$ cat config.mk
export PLATFORM = sky130hd
export DESIGN_NAME = atso_root_step
export DESIGN_NICKNAME = d
export VERILOG_FILES = /design/src/rtl/atso_pkg.sv /design/src/rtl/atso_root_step.sv
export SDC_FILE = /design/constraint.sdc
export NUM_CORES = 1
export LEC_CHECK = 0
export BUFFER_PORTS_ARGS = -buffer_cell sky130_fd_sc_hd__clkbuf_2
export CELL_PAD_IN_SITES_DETAIL_PLACEMENT = 1
export CELL_PAD_IN_SITES_GLOBAL_PLACEMENT = 2
export CORE_MARGIN = 10
export CORE_UTILIZATION = 29
export DETAILED_ROUTE_END_ITERATION = 6
export GPL_TIMING_DRIVEN = 0
export PLACE_DENSITY_LB_ADDON = 0.15
export SYNTH_ARGS = -nofsm -noshare
export SYNTH_HDL_FRONTEND = slang
export SYNTH_SLANG_ARGS = --single-unit
$ cat constraint.sdc
create_clock -name i_clk -period 9.22 [get_ports i_clk]
set_clock_uncertainty 0.05 [all_clocks]
set_input_delay 1.844 -clock i_clk [delete_from_list [all_inputs] [get_ports i_clk]]
set_output_delay 1.844 -clock i_clk [all_outputs]
set_load 0.1 [all_outputs]
$ cat src/rtl/atso_pkg.sv
// ---------------------------------------------------------------------------
// atso_pkg
// types and constants of the box versus thick segment overlap pipeline
// ---------------------------------------------------------------------------
package atso_pkg;

    localparam int COORD_BITS    = 16;
    localparam int HALF_BITS     = COORD_BITS - 1;
    localparam int DIFF_BITS     = COORD_BITS + 1;
    localparam int SUM_BITS      = COORD_BITS + 3;
    localparam int NORM_BITS     = 16;
    localparam int SHIFT_MAX     = (DIFF_BITS > NORM_BITS) ? DIFF_BITS - NORM_BITS : 0;
    localparam int SHIFT_BITS    = (SHIFT_MAX > 0) ? $clog2(SHIFT_MAX + 1) : 1;
    localparam int SQ_BITS       = 2 * NORM_BITS;
    localparam int L2_BITS       = SQ_BITS + 1;
    localparam int UNIT_BITS     = 15;
    localparam int REM_BITS      = SQ_BITS + 2 * UNIT_BITS;
    localparam int PL2_BITS      = L2_BITS + UNIT_BITS;
    localparam int TERM_BITS     = PL2_BITS + UNIT_BITS + 1;
    localparam int PROD_BITS     = DIFF_BITS + UNIT_BITS + 1;
    localparam int RPROD_BITS    = HALF_BITS + UNIT_BITS;
    localparam int CMP_BITS      = PROD_BITS + 3;

    localparam int FRONT_STAGES  = 3;
    localparam int ROOT_STAGES   = UNIT_BITS;
    localparam int BACK_STAGES   = 3;
    localparam int LATENCY       = FRONT_STAGES + ROOT_STAGES + BACK_STAGES;

    typedef logic signed [COORD_BITS-1:0] t_coord;
    typedef logic        [HALF_BITS-1:0]  t_half;
    typedef logic signed [DIFF_BITS-1:0]  t_diff;
    typedef logic        [L2_BITS-1:0]    t_l2;

    typedef struct packed {
        t_coord seg_start_x;
        t_coord seg_start_y;
        t_coord seg_end_x;
        t_coord seg_end_y;
        t_half  seg_half_width;
        t_coord box_center_x;
        t_coord box_center_y;
        t_half  box_half_w;
        t_half  box_half_h;
    } t_query;

    typedef struct packed {
        logic hit;
        logic degenerate;
    } t_result;

    typedef struct packed {
        t_diff dx;
        t_diff dy;
        t_diff vx;
        t_diff vy;
        t_half w;
        t_half hx;
        t_half hy;
        logic  degenerate;
        logic  broad;
        t_l2   l2;
    } t_carry;

    typedef struct packed {
        logic [REM_BITS-1:0]  rem;
        logic [PL2_BITS-1:0]  p;
        logic [UNIT_BITS-1:0] q;
    } t_root;

    typedef struct packed {
        t_root x;
        t_root y;
    } t_root_pair;

endpackage

$ cat src/rtl/atso_root_step.sv
// ---------------------------------------------------------------------------
// atso_root_step
// one bit of the unit direction search on both lanes
// ---------------------------------------------------------------------------
module atso_root_step #(
    parameter int BIT = 0
) (
    input  logic                 i_clk,
    input  logic                 i_rst_n,
    input  logic                 i_valid,
    input  atso_pkg::t_carry     i_carry,
    input  atso_pkg::t_root_pair i_root,
    output logic                 o_valid,
    output atso_pkg::t_carry     o_carry,
    output atso_pkg::t_root_pair o_root
);

    localparam int TB = atso_pkg::TERM_BITS;

    // largest q with q*q*l2 <= a*a*2^30, one bit per stage
    function automatic atso_pkg::t_root root_step(atso_pkg::t_root cur, atso_pkg::t_l2 l2);
        logic [TB-1:0]   term;
        atso_pkg::t_root nxt;
        term = (TB'(cur.p) << (BIT + 1)) + (TB'(l2) << (2 * BIT));
        nxt  = cur;
        if (term <= TB'(cur.rem)) begin
            nxt.rem = cur.rem - atso_pkg::REM_BITS'(term);
            nxt.p   = cur.p + (atso_pkg::PL2_BITS'(l2) << BIT);
            nxt.q   = cur.q | (atso_pkg::UNIT_BITS'(1) << BIT);
        end
        return nxt;
    endfunction

    logic                 r_valid;
    atso_pkg::t_carry     r_carry;
    atso_pkg::t_root_pair r_root;
    atso_pkg::t_root_pair n_root;

    always_comb begin
        n_root.x = root_step(i_root.x, i_carry.l2);
        n_root.y = root_step(i_root.y, i_carry.l2);
    end

    always_ff @(posedge i_clk) begin
        if (!i_rst_n) begin
            r_valid <= 1'b0;
        end else begin
            r_valid <= i_valid;
        end
        r_carry <= i_carry;
        r_root  <= n_root;
    end

    assign o_valid = r_valid;
    assign o_carry = r_carry;
    assign o_root  = r_root;

endmodule

Word level (Yosys, flattened, before mapping) --
Index checks and enable logic that the tools add are counted.
Word-level totals: register bits 399, input bits 401, output and inout bits 399
Cells by class: $add $sub $neg 6, $lt $le $gt $ge 2, mux-type cells 2
Operators with widths (number):
- 125-bit two-way mux | 2
- 50-bit by 62-bit <= comparator with 1-bit output | 2
- 62-bit by 50-bit subtractor with 62-bit output | 2
- 49-bit by 33-bit adder with 50-bit output | 2
- 48-bit by 33-bit adder with 48-bit output | 2

Logic depth before layout (Yosys ltp) --
depth after elaboration 3, depth in mapped cells 26

Least setup slack after synthesis --
Ideal clock, no wire load.
path type input -> register, start point input i_carry[1] (netlist bit), end point register r_root (netlist bit o_root[182]), arrival time 6826 ps, slack 2225 ps, stages on the path 23, path buffers 1, cell sequence ha_1 > inv_1 > fa_1 > nor2b_1 > o31a_1 > nor3_1 > o21ai_0 > a31oi_1 > o21ai_0 > a31oi_1 > o31a_1 > nor3b_1 > xnor2_1 > ha_1 > nand2_1 > nor2_1 > nand3_1 > or4_4 > o31a_1 > buf_6 > nor2_2 > or3b_1 > xnor2_1
RTL lines:
- start, declared | line atso_root_step.sv:11 | input atso_pkg::t_carry i_carry,
- end signal, assigned | line atso_root_step.sv:51 | r_root <= n_root;
- end, declared | line atso_root_step.sv:36 | atso_pkg::t_root_pair r_root;

==> results.sh <==
export IMPL_drc=0
export IMPL_cts_repair_resize_count=0
export IMPL_area_of_the_multi_input_gates_mm2=0.0153
export IMPL_path_clk_slew_ns=0.06
export IMPL_antenna_violations_before_repair=27
export IMPL_deepest_clock_path_buffer_count=3
export IMPL_dp_cells=4674
export IMPL_outcome="finished, final reports clean"
export IMPL_dpl_hpwl_um=109000
export IMPL_synthMuxAreaShare_pct=1.92
export IMPL_fin_max_slew_vios=0
export IMPL_cts_buffers_inserted=50
export IMPL_synth_simple_area_share_pct=16.2
export IMPL_final_weighted_congestion_in_routability_driven_placement=0.929
export IMPL_total_leakage_power_nw=14.6
export IMPL_achievable_frequency_mhz=114
export IMPL_crit_arrival_ns=9.16
export IMPL_cap_violations=0
export IMPL_worst_path_max_fanout=10
export IMPL_totalNegativeSetupSlack_ns=0
export IMPL_min_path_cells=1
export IMPL_synth_area_mm2=0.0239
export IMPL_total_power_w=0.00896
export IMPL_fillerInstances=9995
export IMPL_ys_dominant_reg_cell="dfxtp_1"
export IMPL_core_rowCount=105
export IMPL_setup_repair_after_global_routing_missed_its_margin="false"
export IMPL_die_y_um=307
export IMPL_pin_count_of_the_biggest_net_entering_global_routing=15
export IMPL_worst_setup_path_end_kind="flop"
export IMPL_wl_per_cell_um=26.6
export IMPL_post_synthesis_cell_type_count=92
export IMPL_synth_xor_area_share_pct=10.7
export IMPL_die_w_um=307
export IMPL_dieArea_mm2=0.0945
export IMPL_globalRoute_totalOverflow=0
export IMPL_synth_compound_area_share_pct=22.5
export IMPL_finalHoldViolations=0
export IMPL_buffer_type_at_the_clock_tree_root="clkbuf_16"
export IMPL_final_period_minus_worst_setup_slack_ns=8.77
export IMPL_first_global_vias=25900
export IMPL_cts_sinks=399
export IMPL_postSynthAreaPerCell_um2=8.53
export IMPL_worst_vdd_ir_mv=0.180
export IMPL_powerDensity_mw_per_mm2=288
export IMPL_synth_adder_area_share_pct=12.5
export IMPL_critPathKind="in -> reg"
export IMPL_post_drt_via_cell_ratio=5.18
export IMPL_asyncSetResetFlopFracSynth_pct=0
export IMPL_synth_seq_area_share_pct=33.4
export IMPL_holdCritPathClass="in -> reg"
export IMPL_slew_limit_headroom_pct=17.8
export IMPL_final_wl_um=127000
export IMPL_grt_first_pass_wirelength_um=181000
export IMPL_synth_ff_latch_count=399
export IMPL_synth_edff_count=0
export IMPL_cts_hold_repair_buffers=0
export IMPL_tritoncts="yes"
export IMPL_detailedRoute_firstIterationViolations=1453
export IMPL_final_report_setup_violation_count=0
export IMPL_layout_nets=4293
export IMPL_synth_top_family_by_area="compound AO/OA/AOI/OAI gates"
export IMPL_firstDrtPassIters=5
export IMPL_whs_ns=1.27
export IMPL_groute_usage_overall_pct=25.6
export IMPL_buffer_ports_inserted=795
export IMPL_yosysWarnings=0
export IMPL_combined_flip_flop_and_latch_cell_area_mm2=0.00799
export IMPL_core_area_mm2=0.0820
export IMPL_route_vias_total=24700
export IMPL_postRouteAntennaNets=0
export IMPL_worst_endpoint_required_ns=9.61
export IMPL_cts_repair_timing_setup_buffer_count=0
export IMPL_synthesis_nets=3446
export IMPL_startpoint_types="primary input"
export IMPL_worst_slew_pin_slew_ns=1.20
export IMPL_post_synth_inst_count=2809
export IMPL_start_util_pct=29.2
export IMPL_synth_to_layout_area_growth_pct=30.0
export IMPL_htree_levels=2
export IMPL_number_of_primary_i_o_pins=800
export IMPL_layout_cells_non_filler=4775
export IMPL_period_utilisation_layout_pct=95.1
export IMPL_final_layout_size_suffix_gt1_share_pct=27.0
[logic make-up after synthesis]
kind of cell / Yosys count
muxes: 41
buffers and inverters: 167
adders and majority gates: 236
DFF: 399
xor gates and xnor gates: 293
AOI/OAI and AO/OA: 850
and+or+nand+nor: 823
[state kept, by name, indices dropped and copies added (netlist names)]
| signal | count |
|---|---|
| o_carry | 148 |
| o_root | 250 |
| o_valid | 1 |
[cells in the mapped netlist (7+ instances only)]
master,number,area (um2)
a31oi_1,22,138
clkbuf_1,58,218
nor4_1,17,106
or3_1,13,81.3
buf_2,36,180
nand2b_1,31,194
o21a_1,31,233
o211ai_1,14,105
xnor2_1,168,1470
nand4_1,51,319
nand3_1,79,395
dfxtp_1,399,7990
inv_1,68,255
nor2_1,288,1080
o31ai_1,8,60.1
o21ai_1,8,40.0
a311oi_1,7,61.3
o21bai_1,33,248
a221oi_1,8,70.1
xor2_1,125,1090
o21ai_0,136,681
ha_1,230,2880
and3_1,35,219
and4_1,9,78.8
a21o_1,110,826
nor2b_1,27,169
nor3_1,45,225
and2_1,10,62.6
a211oi_1,15,113
a2111oi_0,8,70.1
nand2_1,189,709
a21oi_1,360,1800
a31o_2,9,78.8
mux2_2,39,439
[cell usage in the layout (no fill, tap or decap), types with 68 or more instances in the layout]
| cell | netlist | final |
|---|---|---|
| o21ai_0 | 136 | 136 |
| dfxtp_1 | 399 | 399 |
| clkbuf_2 | 1 | 797 |
| nor2_1 | 288 | 288 |
| xor2_1 | 125 | 125 |
| xnor2_1 | 168 | 168 |
| ha_1 | 230 | 230 |
| nand2_1 | 189 | 189 |
| a21o_1 | 110 | 110 |
| nand3_1 | 79 | 79 |
| inv_1 | 68 | 68 |
| a21oi_1 | 360 | 360 |
[report_power, final]
group          switching [W]  total (W)  internal (W)
sequential          0.000124    0.00217       0.00204
clock               0.000869    0.00217       0.00130
combinational        0.00366    0.00463      0.000967
total                0.00465    0.00896       0.00431
[through the flow]
step	setup WS (ns)	instance area, um2	utilization (%)
2_1_floorplan	2.23	23900	-
3_3_place_gp	-0.251	29300	35.7
3_5_place_dp	-0.343	29300	35.7
4_1_cts	0.314	31100	37.9
5_1_grt	0.111	31100	37.9
6_report	0.450	31100	38.0
[layout make-up]
type / instances / share of cell area [%]
antenna: 10 / 0.0804
sequential: 399 / 25.7
timing repair buffer: 795 / 12.8
clock buffer: 62 / 4.43
multi-input combinational: 2243 / 49.1
tap: 1070 / 4.30
buffer: 99 / 1.38
inverter: 68 / 0.820
clock inverter: 29 / 1.44
[layer usage]
layer	share of wire, %	global-route usage (%)
met5	0.10	0
met4	4.0	9.21
met3	6.5	6.05
met2	49	45.2
met1	41	29.7
[worst max-delay path, cell delays in order]
cell	delay (ns)
clkbuf_2	0.23
inv_1	0.24
fa_1	0.50
nor2b_1	0.17
o31a_1	0.19
nor3_1	0.07
o21ai_0	0.56
a31oi_1	0.32
o21ai_0	0.41
a31oi_1	0.29
o31a_1	0.47
nor3b_1	0.27
xnor2_1	0.11
ha_1	0.40
nand2_1	0.16
nor3_2	0.49
nand4_1	0.36
o31a_1	0.38
and3_1	0.23
o31ai_4	0.16
buf_2	0.49
buf_2	0.51
a21oi_1	0.26
[final timing paths]
| check | startpoint | endpoint | slack [ns] |
|---|---|---|---|
| setup / recovery | i_carry[2] | o_root[152]$_DFF_P_ | 0.45 |
| hold / removal | i_carry[42] | o_carry[42]$_DFF_P_ | 1.27 |
Note: power is estimated with default switching activity, not from simulation.
