--- src/rtl/atso_pkg.sv ---
// ---------------------------------------------------------------------------
// atso_pkg
// types and constants of the box versus thick segment overlap pipeline
// ---------------------------------------------------------------------------
package atso_pkg;

    localparam int COORD_BITS    = 16;
    localparam int HALF_BITS     = COORD_BITS - 1;
    localparam int DIFF_BITS     = COORD_BITS + 1;
    localparam int SUM_BITS      = COORD_BITS + 3;
    localparam int NORM_BITS     = 16;
    localparam int SHIFT_MAX     = (DIFF_BITS > NORM_BITS) ? DIFF_BITS - NORM_BITS : 0;
    localparam int SHIFT_BITS    = (SHIFT_MAX > 0) ? $clog2(SHIFT_MAX + 1) : 1;
    localparam int SQ_BITS       = 2 * NORM_BITS;
    localparam int L2_BITS       = SQ_BITS + 1;
    localparam int UNIT_BITS     = 15;
    localparam int REM_BITS      = SQ_BITS + 2 * UNIT_BITS;
    localparam int PL2_BITS      = L2_BITS + UNIT_BITS;
    localparam int TERM_BITS     = PL2_BITS + UNIT_BITS + 1;
    localparam int PROD_BITS     = DIFF_BITS + UNIT_BITS + 1;
    localparam int RPROD_BITS    = HALF_BITS + UNIT_BITS;
    localparam int CMP_BITS      = PROD_BITS + 3;

    localparam int FRONT_STAGES  = 3;
    localparam int ROOT_STAGES   = UNIT_BITS;
    localparam int BACK_STAGES   = 3;
    localparam int LATENCY       = FRONT_STAGES + ROOT_STAGES + BACK_STAGES;

    typedef logic signed [COORD_BITS-1:0] t_coord;
    typedef logic        [HALF_BITS-1:0]  t_half;
    typedef logic signed [DIFF_BITS-1:0]  t_diff;
    typedef logic        [L2_BITS-1:0]    t_l2;

    typedef struct packed {
        t_coord seg_start_x;
        t_coord seg_start_y;
        t_coord seg_end_x;
        t_coord seg_end_y;
        t_half  seg_half_width;
        t_coord box_center_x;
        t_coord box_center_y;
        t_half  box_half_w;
        t_half  box_half_h;
    } t_query;

    typedef struct packed {
        logic hit;
        logic degenerate;
    } t_result;

    typedef struct packed {
        t_diff dx;
        t_diff dy;
        t_diff vx;
        t_diff vy;
        t_half w;
        t_half hx;
        t_half hy;
        logic  degenerate;
        logic  broad;
        t_l2   l2;
    } t_carry;

    typedef struct packed {
        logic [REM_BITS-1:0]  rem;
        logic [PL2_BITS-1:0]  p;
        logic [UNIT_BITS-1:0] q;
    } t_root;

    typedef struct packed {
        t_root x;
        t_root y;
    } t_root_pair;

endpackage

--- src/rtl/atso_front.sv ---
// ---------------------------------------------------------------------------
// atso_front
// differences, broad phase, normalization and squared length
// ---------------------------------------------------------------------------
module atso_front (
    input  logic                i_clk,
    input  logic                i_rst_n,
    input  logic                i_valid,
    input  atso_pkg::t_query    i_query,
    output logic                o_valid,
    output atso_pkg::t_carry    o_carry,
    output atso_pkg::t_root_pair o_root
);

    localparam int SB = atso_pkg::SUM_BITS;
    localparam int DB = atso_pkg::DIFF_BITS;
    localparam int NB = atso_pkg::NORM_BITS;
    localparam int UB = atso_pkg::UNIT_BITS;

    // stage 1
    logic                 r_s1_valid;
    atso_pkg::t_carry     r_s1_carry;
    logic signed [SB-1:0] r_s1_sum_x, r_s1_sum_y;
    atso_pkg::t_carry     n_s1_carry;
    logic signed [SB-1:0] n_s1_sum_x, n_s1_sum_y;

    always_comb begin
        n_s1_carry            = '0;
        n_s1_carry.dx         = DB'(i_query.seg_end_x) - DB'(i_query.seg_start_x);
        n_s1_carry.dy         = DB'(i_query.seg_end_y) - DB'(i_query.seg_start_y);
        n_s1_carry.vx         = DB'(i_query.box_center_x) - DB'(i_query.seg_start_x);
        n_s1_carry.vy         = DB'(i_query.box_center_y) - DB'(i_query.seg_start_y);
        n_s1_carry.w          = i_query.seg_half_width;
        n_s1_carry.hx         = i_query.box_half_w;
        n_s1_carry.hy         = i_query.box_half_h;
        n_s1_carry.degenerate = (i_query.seg_start_x == i_query.seg_end_x) &&
                                (i_query.seg_start_y == i_query.seg_end_y);
        n_s1_sum_x = SB'(i_query.seg_start_x) + SB'(i_query.seg_end_x)
                   - (SB'(i_query.box_center_x) <<< 1);
        n_s1_sum_y = SB'(i_query.seg_start_y) + SB'(i_query.seg_end_y)
                   - (SB'(i_query.box_center_y) <<< 1);
    end

    always_ff @(posedge i_clk) begin
        if (!i_rst_n) begin
            r_s1_valid <= 1'b0;
        end else begin
            r_s1_valid <= i_valid;
        end
        r_s1_carry <= n_s1_carry;
        r_s1_sum_x <= n_s1_sum_x;
        r_s1_sum_y <= n_s1_sum_y;
    end

    // stage 2
    logic                 r_s2_valid;
    atso_pkg::t_carry     r_s2_carry;
    logic [NB-1:0]        r_s2_a, r_s2_b;
    atso_pkg::t_carry     n_s2_carry;
    logic [NB-1:0]        n_s2_a, n_s2_b;
    logic [DB-1:0]        adx, ady, mag;
    logic [SB-1:0]        abs_x, abs_y, lim_x, lim_y;
    logic [atso_pkg::SHIFT_BITS-1:0] sel;

    always_comb begin
        adx   = r_s1_carry.dx[DB-1] ? DB'(-r_s1_carry.dx) : DB'(r_s1_carry.dx);
        ady   = r_s1_carry.dy[DB-1] ? DB'(-r_s1_carry.dy) : DB'(r_s1_carry.dy);
        abs_x = r_s1_sum_x[SB-1] ? SB'(-r_s1_sum_x) : SB'(r_s1_sum_x);
        abs_y = r_s1_sum_y[SB-1] ? SB'(-r_s1_sum_y) : SB'(r_s1_sum_y);
        lim_x = SB'(adx) + (SB'(r_s1_carry.w) << 1) + (SB'(r_s1_carry.hx) << 1);
        lim_y = SB'(ady) + (SB'(r_s1_carry.w) << 1) + (SB'(r_s1_carry.hy) << 1);
        mag   = (adx > ady) ? adx : ady;
        sel   = '0;
        for (int i = atso_pkg::SHIFT_MAX; i >= 0; i--) begin
            if ((mag >> i) <= DB'((2 ** NB) - 1)) begin
                sel = atso_pkg::SHIFT_BITS'(i);
            end
        end
        n_s2_a           = NB'(adx >> sel);
        n_s2_b           = NB'(ady >> sel);
        n_s2_carry       = r_s1_carry;
        n_s2_carry.broad = (abs_x <= lim_x) && (abs_y <= lim_y);
    end

    always_ff @(posedge i_clk) begin
        if (!i_rst_n) begin
            r_s2_valid <= 1'b0;
        end else begin
            r_s2_valid <= r_s1_valid;
        end
        r_s2_carry <= n_s2_carry;
        r_s2_a     <= n_s2_a;
        r_s2_b     <= n_s2_b;
    end

    // stage 3
    logic                     r_s3_valid;
    atso_pkg::t_carry         r_s3_carry;
    atso_pkg::t_root_pair     r_s3_root;
    atso_pkg::t_carry         n_s3_carry;
    atso_pkg::t_root_pair     n_s3_root;
    logic [atso_pkg::SQ_BITS-1:0] a2, b2;

    always_comb begin
        a2            = r_s2_a * r_s2_a;
        b2            = r_s2_b * r_s2_b;
        n_s3_carry    = r_s2_carry;
        n_s3_carry.l2 = atso_pkg::L2_BITS'(a2) + atso_pkg::L2_BITS'(b2);
        n_s3_root     = '0;
        n_s3_root.x.rem = {a2, (2 * UB)'(0)};
        n_s3_root.y.rem = {b2, (2 * UB)'(0)};
    end

    always_ff @(posedge i_clk) begin
        if (!i_rst_n) begin
            r_s3_valid <= 1'b0;
        end else begin
            r_s3_valid <= r_s2_valid;
        end
        r_s3_carry <= n_s3_carry;
        r_s3_root  <= n_s3_root;
    end

    assign o_valid = r_s3_valid;
    assign o_carry = r_s3_carry;
    assign o_root  = r_s3_root;

endmodule

--- config.mk ---
export PLATFORM = sky130hd
export DESIGN_NAME = atso_front
export DESIGN_NICKNAME = d
export VERILOG_FILES = /design/src/rtl/atso_pkg.sv /design/src/rtl/atso_front.sv
export SDC_FILE = /design/constraint.sdc
export NUM_CORES = 2
export LEC_CHECK = 0
export BUFFER_PORTS_ARGS = -buffer_cell sky130_fd_sc_hd__buf_2
export CORE_MARGIN = 5
export CORE_UTILIZATION = 59
export DETAILED_ROUTE_END_ITERATION = 7
export PLACE_DENSITY = 0.82
export SYNTH_ARGS = -nofsm -noshare
export SYNTH_HDL_FRONTEND = slang
export SYNTH_SLANG_ARGS = --single-unit
--- constraint.sdc ---
create_clock -name i_clk -period 10.67 [get_ports i_clk]
set_clock_uncertainty 0.2 [all_clocks]
set_input_delay 2.134 -clock i_clk [delete_from_list [all_inputs] [get_ports i_clk]]
set_output_delay 2.134 -clock i_clk [all_outputs]
set_load 0.05 [all_outputs]
* Yosys cells after proc, flatten, opt, wreduce, memory -nomap -nowiden
Index checks and enable logic that the tools add are counted.
** Storage, ports and cells
- Register bits after elaboration :: 512
- Word-level logic and storage cells :: 73
** Operators by class
- Add/sub/neg operators :: 17
- $mul :: 2
- $lt $le $gt $ge :: 5
- Eq/ne operators :: 2
- Shift-type cells :: 2
- Muxes and demuxes :: 7
- Reductions and logical operators :: 2
** Operator list (number)
- $sub 16x16->17 :: 4
- $mul 16x16->32 :: 2
- $mux 17 :: 3
- $add 18x16->19 :: 2
- $le 19x19->1 :: 2
- $mux 19 :: 2
- $neg 18->19 :: 2
- $add 17x16->18 :: 2
- $sub 17x17->18 :: 2
- $add 16x16->17 :: 2
- $neg 17->17 :: 2
- $shr 17x1->16 :: 2
- $add 32x32->33 :: 1
- $eq 16x16->1 :: 2
- $gt 17x17->1 :: 1
- $le 17x16->1 const B :: 1
- $le 16x16->1 const B :: 1
- $logic_and 1x1->1 :: 2
- $mux 1 :: 2

* Longest topological paths before layout
- Word-level depth :: 8
- Depth in mapped cells :: 39
- Mapped depth without buffers :: 38

* Least setup slack after synthesis
OpenSTA, ideal clock, no wires.
- Path kind :: register to register
- Start :: reg r_s2_b[9]
- End :: reg r_s3_carry (netlist bit o_carry[30])
- Library setup time :: 70 ps
- Arrival :: 7723 ps
- Required time :: 10400 ps
- Path slack :: 2677 ps
- Cell stages (with the launch flop) :: 32
- Period minus slack after synthesis :: 7993 ps
- Cells stage by stage :: dfxtp_1 > clkbuf_1 > nand2_1 > fa_1 > fa_1 > fa_1 > fa_1 > inv_1 > fa_1 > inv_1 > fa_1 > inv_1 > ha_1 > a21oi_1 > o21ai_0 > o21bai_1 > a21o_1 > a21oi_1 > xnor2_1 > ha_1 > and4_1 > and3_1 > a211oi_1 > o21ai_1 > nor2b_1 > o21ai_0 > o21ai_0 > maj3_2 > a31o_1 > and2_4 > o31ai_4 > a21boi_1
** RTL lines
- start, declared :: line atso_front.sv:58 : logic [NB-1:0] r_s2_a, r_s2_b;
- start signal, assigned :: line atso_front.sv:93 : r_s2_b <= n_s2_b;
- end signal, assigned :: line atso_front.sv:120 : r_s3_carry <= n_s3_carry;
- end, declared :: line atso_front.sv:98 : atso_pkg::t_carry r_s3_carry;

==> results.cfg <==
[min_path]
holdCritStartpoint = n_s3_carry[97]
min_path_type = reg -> reg
min_to = o_carry[97]
hold_depth = 0

[setup_path]
crit_buf_inv = 4
r2r-end = o_carry[30]
cp_max_fo = 19
cpMaxStageDelayCell = dfxtp_1
cp_top_family = adder cells
critPathLaunchType = register
cpPeakStageDelay_ns = 0.78
r2r_setup_slack_ns = 1.90
crit_type = reg -> reg
worstPathRequired_ns = 11.01
reg2reg_from = r_s2_b[1]
reg2reg_depth = 31
worst_ep_arrival_time_ns = 9.11
cp_common_cell = fa_1
end_kind = register

[grt]
gr-total-overflow = 0
grt_pass1_vias = 27247
track_usage = 0.258
grt_first_pass_wirelength_um = 139000
antenna_found_initial = 10
grt_max_degree = 31

[drt]
detail-route-antenna-nets = 0
drtIter0Drc = 1572
vias = 25986
routed_via_density = 5.11
wl_per_cell_um = 17.4
drt-pass1-iter-count = 7
drc_errors = 0
wl_um = 88700

[timing]
hold_viol = 0
tns_ns = 0
fin_crit_sh = 0.822
max_freq_mhz = 114
slew_headroom = 0.431
hold_slack_ns = 0.120
worstMarginPinSlew_ns = 0.853
slew_violations = 0
rsz0062_at_grt = no
min_period_ns = 8.77
finalSetupViolations = 0

[logic_synthesis]
synthSimpleGateAreaFrac = 0.0939
yosysMostFrequentCell = inv_1
ys_async_sr_fraction = 0
synth-seq-cells = 508
yosysTopAreaCell = dfxtp_1
synth_cell_types = 74
ys_seq_area_frac = 0.275
synth.cell_area_um2 = 37000
synthTopCellsByCount = inv_1 (790), dfxtp_1 (508), ha_1 (413)
synth_ff_type = dfxtp_1
synth_fa_ha_area_frac = 0.351
yosysTopAreaCellShare = 0.275
ys_warn_count = 0
synth_compound_area_frac = 0.0882
synth_xor_area_frac = 0.0581
synthMuxAreaShare = 0.00960
synth_area_leaders = dfxtp_1 (27%), fa_1 (21%), ha_1 (14%)
synth_edf_count = 0
avgSynthCellArea_um2 = 9.64
synth_top_family_by_area = adder cells
syn_inst = 3843

[clock_tree]
clk_pin_slew_ns = 0.07
hold_buffers = 0
clk_path_buf_depth = 3
cts_buffers = 50
post_cts_buffers = 0
post_cts_resized = 0
htree_levels = 2
cts_tree = built
numClockSinks = 508
clk_latency_ns = 0.61
root_buffer = clkbuf_16

[run_status]
outcome = completed

[floorplanning]
core_area_um2 = 61900
rows = 91
die_y_um = 261
die_w_um = 261
io_pins = 543
dieArea_um2 = 67900
initial_core_util = 0.598

[placement]
dp.cells = 4983
portBuffers = 354
hpwl_um = 73400
gp_congestion = 0.939
place_area_um2 = 38900

[cells_and_area]
fin_nets = 5146
final_area_um2 = 40800
fill_cells = 4865
fin_cells = 5082
final_layout_size_suffix_gt1_frac = 0.112
syn_to_final_growth_pct = 10.2

[job]
max-cap-violations = 0
-- per-stage QoR --
step           worst slack (ns)   util
6_report                   1.90  0.659
4_1_cts                    1.94  0.659
2_1_floorplan              2.68      -
3_3_place_gp               2.13  0.629
5_1_grt                    1.32  0.659
3_5_place_dp               1.96  0.629
-- final cells by class --
type | count | area (um2) | share of cell area
inverters | 790 | 2970 | 0.0727
multi-input cells | 2491 | 23000 | 0.563
clock buffers | 62 | 1380 | 0.0338
diodes | 5 | 12.5 | 0.000307
flip-flops and latches | 508 | 10200 | 0.249
well taps | 837 | 1050 | 0.0257
repair buffers | 357 | 1790 | 0.0440
clock inverters | 32 | 479 | 0.0117
-- placed cells by master (no fill, tap or decap), drive strengths merged, types with 10 or more instances in the layout --
master / n
inv: 795
dfxtp: 508
ha: 413
fa: 391
buf: 357
nand2: 246
conb: 188
xnor2: 161
nor2: 139
a21oi: 129
o21ai: 120
and2: 97
xor2: 84
clkbuf: 62
a21o: 60
nor2b: 46
nor3: 42
nand2b: 38
a21boi: 33
mux2i: 32
o21a: 31
nand3: 28
a211oi: 23
and3: 19
o21bai: 18
nand4: 18
o31ai: 17
clkinv: 16
a31oi: 15
or3: 11
or4: 10
o41ai: 10
-- flip-flops by register name (all words and copies together) (netlist names) --
signal and flops:
n_s2_carry 113, n_s3_carry 115, o_carry 148, o_root 62, o_valid 1, r_s1_sum_x 18
r_s1_sum_y 17, r_s1_valid 1, r_s2_a 16, r_s2_b 16, r_s2_valid 1
-- worst max-delay path by stage --
stage | slack, ns | startpoint | endpoint | depth (start not counted)
floorplan | 2.68 | r_s2_b[9] | o_carry[30] | 31
global placement | 2.13 | r_s2_b[1] | o_carry[30] | 31
detailed placement | 1.96 | r_s2_b[9] | o_carry[30] | 30
CTS | 1.94 | r_s2_b[9] | o_carry[30] | 30
global route | 1.32 | r_s2_b[9] | o_carry[30] | 30
finish | 1.90 | r_s2_b[1] | o_carry[30] | 31
-- layer usage --
layer,up-vias,part of all wire,global-route usage
met5,-,0.00058,0
met4,8,0.054,0.121
met3,260,0.084,0.0676
met2,899,0.47,0.436
met1,12371,0.39,0.308
li1,12448,-,-
-- cell families (layout without fill, tap and decap cells) --
kind of cell	Yosys count	after routing
adder cells (fa/ha/maj)	805	805
XOR/XNOR	245	245
multiplexers	34	34
other	1	193
buffers and inverters	1031	1241
flip-flops	508	508
AO/OA/AOI/OAI	502	502
AND/OR/NAND/NOR	717	717
Power is not shown: default switching activity piles up to over one toggle a cycle in this logic, so the estimate is an artifact.
